==> src/rtl/arp_pkg.sv <==
// ----------------------------------------------------------------------------
// ARP cache package
// Shared types, constants and command structures of the ARP cache engine.
// ----------------------------------------------------------------------------
package arp_pkg;

  localparam int unsigned Entries = 16;
  localparam int unsigned IdxW    = $clog2(Entries);

  localparam logic [31:0] TtlReset = 32'd120000;

  localparam logic [1:0] ACT_RESOLVE = 2'd0;
  localparam logic [1:0] ACT_ADD     = 2'd1;
  localparam logic [1:0] ACT_REPLY   = 2'd2;
  localparam logic [1:0] ACT_REQUEST = 2'd3;

  localparam logic [1:0] ST_EMPTY     = 2'd0;
  localparam logic [1:0] ST_REQUESTED = 2'd1;
  localparam logic [1:0] ST_USED      = 2'd2;

  localparam logic [3:0] RS_HIT      = 4'd0;
  localparam logic [3:0] RS_PENDING  = 4'd1;
  localparam logic [3:0] RS_REQUEST  = 4'd2;
  localparam logic [3:0] RS_FULL     = 4'd3;
  localparam logic [3:0] RS_PRESENT  = 4'd4;
  localparam logic [3:0] RS_FILLED   = 4'd5;
  localparam logic [3:0] RS_IGNORED  = 4'd6;
  localparam logic [3:0] RS_REPLY    = 4'd7;
  localparam logic [3:0] RS_NO_REPLY = 4'd8;

  localparam logic [1:0] CFG_MY_IP   = 2'd0;
  localparam logic [1:0] CFG_MASK    = 2'd1;
  localparam logic [1:0] CFG_GATEWAY = 2'd2;
  localparam logic [1:0] CFG_TTL     = 2'd3;

  typedef struct packed {
    logic [1:0]  action;
    logic [31:0] ip_addr;
    logic [47:0] mac_addr;
    logic [31:0] target_ip;
    logic [31:0] now_ticks;
  } arp_in_t;

  typedef struct packed {
    logic [3:0]  status;
    logic [47:0] result_mac;
    logic [31:0] resolved_ip;
    logic [3:0]  entry_index;
    logic        wake_waiters;
  } arp_out_t;

  // Controller to datapath.
  typedef struct packed {
    logic load;      // capture the input item
    logic scan_clr;  // reset scan index and found flags
    logic scan_step; // examine one entry
    logic write_req; // mark chosen entry requested
    logic write_fill;// fill chosen entry
    logic out_load;  // build the result register
  } arp_cmd_t;

  // Datapath to controller.
  typedef struct packed {
    logic       scan_last;
  } arp_sts_t;

endpackage

==> src/rtl/arp_cache_table_engine_top.sv <==
// ----------------------------------------------------------------------------
// ARP cache table engine
// Address-resolution cache with expiry and earliest-expiry eviction.
// ----------------------------------------------------------------------------
// Items enter on the in channel (valid/ready) and each gives one result on
// the out channel (valid/ready). Configuration is written through cfg_we_i,
// cfg_idx_i and cfg_data_i. The user must write it only while the block is
// idle; the block itself does not enforce this. The result of an item is
// presented after the transfer cycle, a scan of the sixteen entries at one
// entry per cycle and a decision state that loads the result register. A
// table write state follows, and no new item is taken until the block is
// through with the last one.
// Reset empties every entry and loads the default registers; the table needs
// no clearing pass. A finished result waits in the output register while the
// receiver stalls; the next item is taken during that time and its result
// waits in the decision cycle until the output register is free.
// ----------------------------------------------------------------------------
module arp_cache_table_engine_top import arp_pkg::*; (
  input  logic        clk_i,
  input  logic        rst_ni,
  input  logic        cfg_we_i,
  input  logic [1:0]  cfg_idx_i,
  input  logic [31:0] cfg_data_i,
  input  logic        in_valid_i,
  output logic        in_ready_o,
  input  arp_in_t     in_data_i,
  output logic        out_valid_o,
  input  logic        out_ready_i,
  output arp_out_t    out_data_o
);

  arp_cmd_t cmd;
  arp_sts_t sts;

  arp_ctrl u_ctrl (
    .clk_i       (clk_i),
    .rst_ni      (rst_ni),
    .in_valid_i  (in_valid_i),
    .in_ready_o  (in_ready_o),
    .out_valid_o (out_valid_o),
    .out_ready_i (out_ready_i),
    .sts_i       (sts),
    .cmd_o       (cmd)
  );

  arp_dpath u_dpath (
    .clk_i      (clk_i),
    .rst_ni     (rst_ni),
    .cfg_we_i   (cfg_we_i),
    .cfg_idx_i  (cfg_idx_i),
    .cfg_data_i (cfg_data_i),
    .in_data_i  (in_data_i),
    .cmd_i      (cmd),
    .sts_o      (sts),
    .out_data_o (out_data_o)
  );

endmodule

==> src/rtl/arp_ctrl.sv <==
// ----------------------------------------------------------------------------
// ARP cache controller
// Sequences capture, a table scan, the table update and result delivery.
// ----------------------------------------------------------------------------
module arp_ctrl import arp_pkg::*; (
  input  logic     clk_i,
  input  logic     rst_ni,
  input  logic     in_valid_i,
  output logic     in_ready_o,
  output logic     out_valid_o,
  input  logic     out_ready_i,
  input  arp_sts_t sts_i,
  output arp_cmd_t cmd_o
);

  localparam logic [2:0] S_IDLE  = 3'd0;
  localparam logic [2:0] S_SCAN  = 3'd1;
  localparam logic [2:0] S_DEC   = 3'd2;
  localparam logic [2:0] S_WRITE = 3'd3;

  logic [2:0] state_q, state_d;
  logic       ovalid_q, ovalid_d;

  assign in_ready_o  = (state_q == S_IDLE);
  assign out_valid_o = ovalid_q;

  always_comb begin
    state_d  = state_q;
    ovalid_d = ovalid_q;
    cmd_o    = '0;
    if (ovalid_q && out_ready_i) ovalid_d = 1'b0;
    unique case (state_q)
      S_IDLE: begin
        if (in_valid_i) begin
          cmd_o.load     = 1'b1;
          cmd_o.scan_clr = 1'b1;
          state_d        = S_SCAN;
        end
      end
      S_SCAN: begin
        cmd_o.scan_step = 1'b1;
        if (sts_i.scan_last) state_d = S_DEC;
      end
      S_DEC: begin
        if (!ovalid_q || out_ready_i) begin
          cmd_o.out_load = 1'b1;
          ovalid_d       = 1'b1;
          state_d        = S_WRITE;
        end
      end
      S_WRITE: begin
        cmd_o.write_req  = 1'b1;
        cmd_o.write_fill = 1'b1;
        state_d          = S_IDLE;
      end
      default: state_d = S_IDLE;
    endcase
  end

  always_ff @(posedge clk_i or negedge rst_ni) begin
    if (!rst_ni) begin
      state_q  <= S_IDLE;
      ovalid_q <= 1'b0;
    end else begin
      state_q  <= state_d;
      ovalid_q <= ovalid_d;
    end
  end

endmodule

==> src/rtl/arp_dpath.sv <==
// ----------------------------------------------------------------------------
// ARP cache datapath
// Entry table, configuration registers, one-entry-per-cycle scan and result.
// ----------------------------------------------------------------------------
module arp_dpath import arp_pkg::*; (
  input  logic        clk_i,
  input  logic        rst_ni,
  input  logic        cfg_we_i,
  input  logic [1:0]  cfg_idx_i,
  input  logic [31:0] cfg_data_i,
  input  arp_in_t     in_data_i,
  input  arp_cmd_t    cmd_i,
  output arp_sts_t    sts_o,
  output arp_out_t    out_data_o
);

  logic [31:0] my_ip_q, mask_q, gw_q, ttl_q;
  logic [1:0]  st_q   [Entries];
  logic [31:0] ip_q   [Entries];
  logic [47:0] mac_q  [Entries];
  logic [31:0] exp_q  [Entries];

  arp_in_t     it_q;
  logic [31:0] key_q;
  logic [IdxW-1:0] idx_q;
  logic        hit_f_q, req_f_q, free_f_q, best_f_q;
  logic [IdxW-1:0] hit_i_q, req_i_q, free_i_q, best_i_q;
  logic [31:0] best_e_q;
  logic [47:0] hit_mac_q;
  logic        do_req_q, do_fill_q;
  logic [IdxW-1:0] wr_i_q;
  arp_out_t    out_q;

  logic [31:0] key_d;
  logic [1:0]  e_st;
  logic [31:0] e_ip, e_exp;

  always_comb begin
    key_d = in_data_i.ip_addr;
    if (in_data_i.action == ACT_RESOLVE &&
        (in_data_i.ip_addr & mask_q) != (my_ip_q & mask_q))
      key_d = gw_q;
  end

  assign e_st  = st_q[idx_q];
  assign e_ip  = ip_q[idx_q];
  assign e_exp = exp_q[idx_q];

  assign sts_o.scan_last = (idx_q == IdxW'(Entries - 1));
  assign out_data_o      = out_q;

  always_ff @(posedge clk_i or negedge rst_ni) begin
    if (!rst_ni) begin
      my_ip_q <= '0;
      mask_q  <= '0;
      gw_q    <= '0;
      ttl_q   <= TtlReset;
    end else if (cfg_we_i) begin
      unique case (cfg_idx_i)
        CFG_MY_IP:   my_ip_q <= cfg_data_i;
        CFG_MASK:    mask_q  <= cfg_data_i;
        CFG_GATEWAY: gw_q    <= cfg_data_i;
        CFG_TTL:     ttl_q   <= cfg_data_i;
        default:     ;
      endcase
    end
  end

  always_ff @(posedge clk_i) begin
    if (cmd_i.load) begin
      it_q  <= in_data_i;
      key_q <= key_d;
    end
    if (cmd_i.scan_clr) begin
      idx_q    <= '0;
      hit_f_q  <= 1'b0;
      req_f_q  <= 1'b0;
      free_f_q <= 1'b0;
      best_f_q <= 1'b0;
    end else if (cmd_i.scan_step) begin
      idx_q <= idx_q + 1'b1;
      if (!hit_f_q && e_st == ST_USED && e_ip == key_q && it_q.now_ticks <= e_exp) begin
        hit_f_q   <= 1'b1;
        hit_i_q   <= idx_q;
        hit_mac_q <= mac_q[idx_q];
      end
      if (!req_f_q && e_st == ST_REQUESTED && e_ip == key_q) begin
        req_f_q <= 1'b1;
        req_i_q <= idx_q;
      end
      if (!free_f_q && (e_st == ST_EMPTY ||
          (e_st == ST_USED && e_exp < it_q.now_ticks))) begin
        free_f_q <= 1'b1;
        free_i_q <= idx_q;
      end
      if (e_st != ST_REQUESTED && (!best_f_q || e_exp < best_e_q)) begin
        best_f_q <= 1'b1;
        best_i_q <= idx_q;
        best_e_q <= e_exp;
      end
    end
    if (cmd_i.out_load) begin
      out_q.result_mac   <= '0;
      out_q.resolved_ip  <= key_q;
      out_q.entry_index  <= '0;
      out_q.wake_waiters <= 1'b0;
      do_req_q           <= 1'b0;
      do_fill_q          <= 1'b0;
      unique case (it_q.action)
        ACT_RESOLVE: begin
          if (hit_f_q) begin
            out_q.status      <= RS_HIT;
            out_q.result_mac  <= hit_mac_q;
            out_q.entry_index <= 4'(hit_i_q);
          end else if (req_f_q) begin
            out_q.status      <= RS_PENDING;
            out_q.entry_index <= 4'(req_i_q);
          end else if (free_f_q || best_f_q) begin
            out_q.status      <= RS_REQUEST;
            out_q.entry_index <= 4'(free_f_q ? free_i_q : best_i_q);
            wr_i_q            <= free_f_q ? free_i_q : best_i_q;
            do_req_q          <= 1'b1;
          end else begin
            out_q.status <= RS_FULL;
          end
        end
        ACT_ADD: begin
          if (hit_f_q) begin
            out_q.status      <= RS_PRESENT;
            out_q.entry_index <= 4'(hit_i_q);
          end else if (req_f_q) begin
            out_q.status       <= RS_FILLED;
            out_q.entry_index  <= 4'(req_i_q);
            out_q.wake_waiters <= 1'b1;
            wr_i_q             <= req_i_q;
            do_fill_q          <= 1'b1;
          end else if (free_f_q || best_f_q) begin
            out_q.status      <= RS_FILLED;
            out_q.entry_index <= 4'(free_f_q ? free_i_q : best_i_q);
            wr_i_q            <= free_f_q ? free_i_q : best_i_q;
            do_fill_q         <= 1'b1;
          end else begin
            out_q.status <= RS_FULL;
          end
        end
        ACT_REPLY: begin
          if (req_f_q) begin
            out_q.status       <= RS_FILLED;
            out_q.entry_index  <= 4'(req_i_q);
            out_q.wake_waiters <= 1'b1;
            wr_i_q             <= req_i_q;
            do_fill_q          <= 1'b1;
          end else begin
            out_q.status <= RS_IGNORED;
          end
        end
        default: begin
          out_q.resolved_ip <= it_q.target_ip;
          out_q.status      <= (it_q.target_ip == my_ip_q) ? RS_REPLY : RS_NO_REPLY;
        end
      endcase
    end
    if (cmd_i.write_fill && do_fill_q) begin
      ip_q[wr_i_q]  <= key_q;
      mac_q[wr_i_q] <= it_q.mac_addr;
      exp_q[wr_i_q] <= it_q.now_ticks + ttl_q;
    end else if (cmd_i.write_req && do_req_q) begin
      ip_q[wr_i_q] <= key_q;
    end
  end

  always_ff @(posedge clk_i or negedge rst_ni) begin
    if (!rst_ni) begin
      for (int k = 0; k < Entries; k++) st_q[k] <= ST_EMPTY;
    end else if (cmd_i.write_fill && do_fill_q) begin
      st_q[wr_i_q] <= ST_USED;
    end else if (cmd_i.write_req && do_req_q) begin
      st_q[wr_i_q] <= ST_REQUESTED;
    end
  end

endmodule
==> config.mk <==
export PLATFORM = sky130hd
export DESIGN_NAME = arp_cache_table_engine_top
export DESIGN_NICKNAME = d
export VERILOG_FILES = /design/src/rtl/arp_pkg.sv /design/src/rtl/arp_cache_table_engine_top.sv /design/src/rtl/arp_ctrl.sv /design/src/rtl/arp_dpath.sv
export SDC_FILE = /design/constraint.sdc
export NUM_CORES = 2
export LEC_CHECK = 0
export ABC_AREA = 1
export BUFFER_PORTS_ARGS = -buffer_cell sky130_fd_sc_hd__clkbuf_2
export CELL_PAD_IN_SITES_DETAIL_PLACEMENT = 0
export CELL_PAD_IN_SITES_GLOBAL_PLACEMENT = 1
export CORE_ASPECT_RATIO = 0.6
export CORE_MARGIN = 1.5
export CORE_UTILIZATION = 51
export CTS_CLUSTER_DIAMETER = 50
export DETAILED_ROUTE_END_ITERATION = 10
export GPL_ROUTABILITY_DRIVEN = 0
export PLACE_DENSITY_LB_ADDON = 0.1
export SETUP_SLACK_MARGIN = 0.4
export SYNTH_ARGS = -nofsm -noshare
export SYNTH_HDL_FRONTEND = slang
export SYNTH_SLANG_ARGS = --single-unit
==> constraint.sdc <==
create_clock -name clk_i -period 9.1 [get_ports clk_i]
set_input_delay 1.82 -clock clk_i [delete_from_list [all_inputs] [get_ports clk_i]]
set_output_delay 1.82 -clock clk_i [all_outputs]
set_load 0.02 [all_outputs]
==> impl_metrics.toml <==
[run_status]
status = "finished clean"

[logic_synthesis]
synth-compound-area-share_pct = 11.44
ys_warn_count = 0
synth_top_family_by_area = "compound AO/OA/AOI/OAI gates"
synthAdderAreaFrac_pct = 1.417
syn_area_sq_mm = 0.09235
syn_area_per_cell_sq_um = 12.81
yosys.area_share.simple_pct = 9.301
syn_nets = 7500
ys.flop_type = "edfxtp_1"
synthMuxAreaShare_pct = 0
synth_edf_count = 2129
syn_inst = 7211
ys_ff_latch = 2304
seq_area_frac_synth_pct = 73.91
synth-xor-area-share_pct = 0.5406
ys_async_sr_fraction_pct = 7.075
synth_cell_types = 49

[sta]
setup_viol = 0
tns_ns = 0
whs_ns = 0.4808
finalClockSkew_ns = 0.06261
rsz0062_at_grt = "false"
max_freq_mhz = 153.9
finalCriticalPeriod_ns = 6.497
post-route-period-util_pct = 71.40
finalHoldViolations = 0
max_slew.worst_pin.slew_ns = 1.356
relSlewSlack_pct = 8.921
slew_violations = 0

[floorplan]
chipHeight_um = 332.6
core_sq_mm = 0.1791
dieArea_sq_mm = 0.1837
die_w_um = 552.4
pin_count = 276
initial_core_util_pct = 51.56
row_count = 120

[clocking]
cts_made_buffers = 216
worstSkewPairLatency_ns = 0.87
cts_root_buffer = "clkbuf_16"
path_clk_slew_ns = 0.06
cts_max_path_buffers = 4
post_cts_resized = 0
ctsHoldBuffers = 0
clkSinkCount = 2304
post_cts_buffers = 0
ctsHtreeMaxLevel = 4
cts_tree = "done"

[global_route]
antenna_found_initial = 29
grt_max_degree = 206
grt_pass1_vias = 54990
grt_pass1_wl_um = 382900
gr-usage-all-layers_pct = 28.51
grt_overflow = 0

[pwr]
clkPwrFrac_pct = 27.6
comb_power_share_pct = 28.8
p_leak_nw = 35.82
max-vdd-ir-drop_v = 0.0003294
p_per_area_mw_per_mm2 = 308.1
internal-power_mw = 20.44
p_switching_mw = 11.20
swShare_pct = 35.40
seq_power_share_pct = 43.6

[route]
drt-initial-drc-count = 7951
met2WireLength_um = 109700
wl_per_cell_um = 26.83
route.layer.met1.wl_um = 121900
dr_wl_met3_um = 29850
drc = 0
dr.pass1.iters = 6
routed_wl_um = 266800
top_layer_used = "met5"
vias = 59680
postRouteAntennaNets = 0
routed_via_density = 6.001

[critical_path]
max_stage_delay_ns = 0.91
startpoint_type = "flip-flop"
required_ns = 9.60
worstPathArrival_ns = 7.00
crit_fanout = 35
crit_chain = "clkinv_2 -> buf_4 -> o211ai_1 -> nand2_1 -> ha_1 -> nand2_1 -> inv_1 -> nand3_1 -> nor3_1 -> o31ai_1 -> nand2_1 -> nand2_1 -> nand3_1 -> nand2_1 -> inv_1 -> nand3_1 -> clkinv_2 -> buf_4"
cp-end-kind = "flip-flop"
crit_type = "reg -> reg"
crit_top_cell = "nand2_1"
cpMaxStageDelayCell = "clkinv_2"

[cells_and_area]
area_delta_synth_final_pct = 11.19
mostFrequentLayoutCells = "edfxtp_1 (2,129), o21ai_0 (1,108), nor2_1 (1,089)"
drive_gt1_share_pct = 9.948
nNetsFinal = 7683
layout_commonest_cell = "edfxtp_1"

[job]
drv_cap = 0

[placement]
post-dp-hpwl_um = 148200
port_buffers = 275

[min_path]
worstHoldStart = "u_dpath.mask_q[23]$_DFFE_PN0P_"
hp-class = "reg -> reg"
==> state kept, by name (all words and copies together), names as in the netlist, 32 cells and up, named ones only <==
name	count
u_dpath.gw_q	32
u_dpath.exp_q	512
u_dpath.ip_q	512
u_dpath.mask_q	32
u_dpath.mac_q	768
u_dpath.my_ip_q	32
u_dpath.ttl_q	32
u_dpath.hit_mac_q	48
u_dpath.it_q	114
u_dpath.key_q	32
u_dpath.out_data_o	89
u_dpath.best_e_q	32
==> layout make-up <==
class                      instances  area (sq um)
fill                           14630         76430
sequential                      2304         68290
multi-input combinational       4147         21170
clock buffer                     268          5693
tap                             2379          2977
timing repair buffer             386          2291
inverter                         339          1315
clock inverter                   115         934.6
antenna                            7         17.52
==> worst max-delay path: cells and delay by family, from the launching register on <==
family          cells  cell delay [ns]
compound gates      2             0.36
simple gates        9             1.75
flops               1             0.80
buf+inv             6             2.82
fa+ha+maj           1             0.33
==> power by group through the flow <==
stage	Sequential, mW	Combinational [mW]	Clock, mW
floorplan	13.7	6.15	0
global placement	14.0	8.89	0
detailed placement	14.0	9.00	0
CTS	13.8	9.03	8.86
global route	13.9	10.1	9.25
finish	13.8	9.10	8.74
==> path summary, 6_finish.rpt <==
path,to,slack (ns),depth (start not counted)
worst min-delay path,u_dpath.mask_q[23]$_DFFE_PN0P_,0.48,2
max in group asynchronous,async pin,6.36,2
worst max-delay path,u_dpath.hit_i_q[0]$_DFFE_PP_,2.60,18
min in group asynchronous,u_dpath.my_ip_q[8]$_DFFE_PN0P_,1.07,1
worst min register to register,u_dpath.mask_q[23]$_DFFE_PN0P_,0.48,2
worst max register to register,u_dpath.hit_i_q[0]$_DFFE_PP_,2.60,18
==> routing by layer <==
layer  global-route usage [%]  up-vias
met2                    38.77     2839
li1                         -    26680
met3                    7.566      349
met1                    45.47    29800
met5                        0        -
met4                    6.121       10
==> stage by stage <==
step	utilization (%)	power (mW)	setup slack, ns	cells	instance area (sq um)
after floorplan	-	19.88	1.616	7211	92350
after global placement	53.62	22.87	2.668	9555	96040
after detailed placement	53.62	22.99	2.680	9555	96040
after CTS	57.32	31.67	2.660	9938	102700
after global routing	57.33	33.23	2.368	9944	102700
final	57.33	31.64	2.603	9945	102700
==> cells in the mapped netlist, drive strengths merged (29+ instances only) <==
| cell type | count | share of area, % |
|---|---|---|
| o221ai | 165 | 1.6 |
| a21oi | 143 | 0.77 |
| o22ai | 170 | 1.2 |
| edfxtp | 2129 | 69 |
| ha | 103 | 1.4 |
| o21ai | 1138 | 6.2 |
| xor2 | 29 | 0.28 |
| inv | 338 | 1.4 |
| clkbuf | 286 | 1.2 |
| nor2 | 1109 | 4.5 |
| dfrtp | 156 | 4.2 |
| buf | 135 | 0.85 |
| nand3 | 305 | 1.7 |
| nand2 | 695 | 2.8 |
| o211ai | 172 | 1.4 |
==> cells by family after synthesis <==
group / Yosys count
flops: 2304
buf+inv: 760
fa+ha+maj: 104
compound gates: 1831
simple gates: 2155
xor+xnor: 57
No activity file was read; power rests on OpenSTA's default activity.
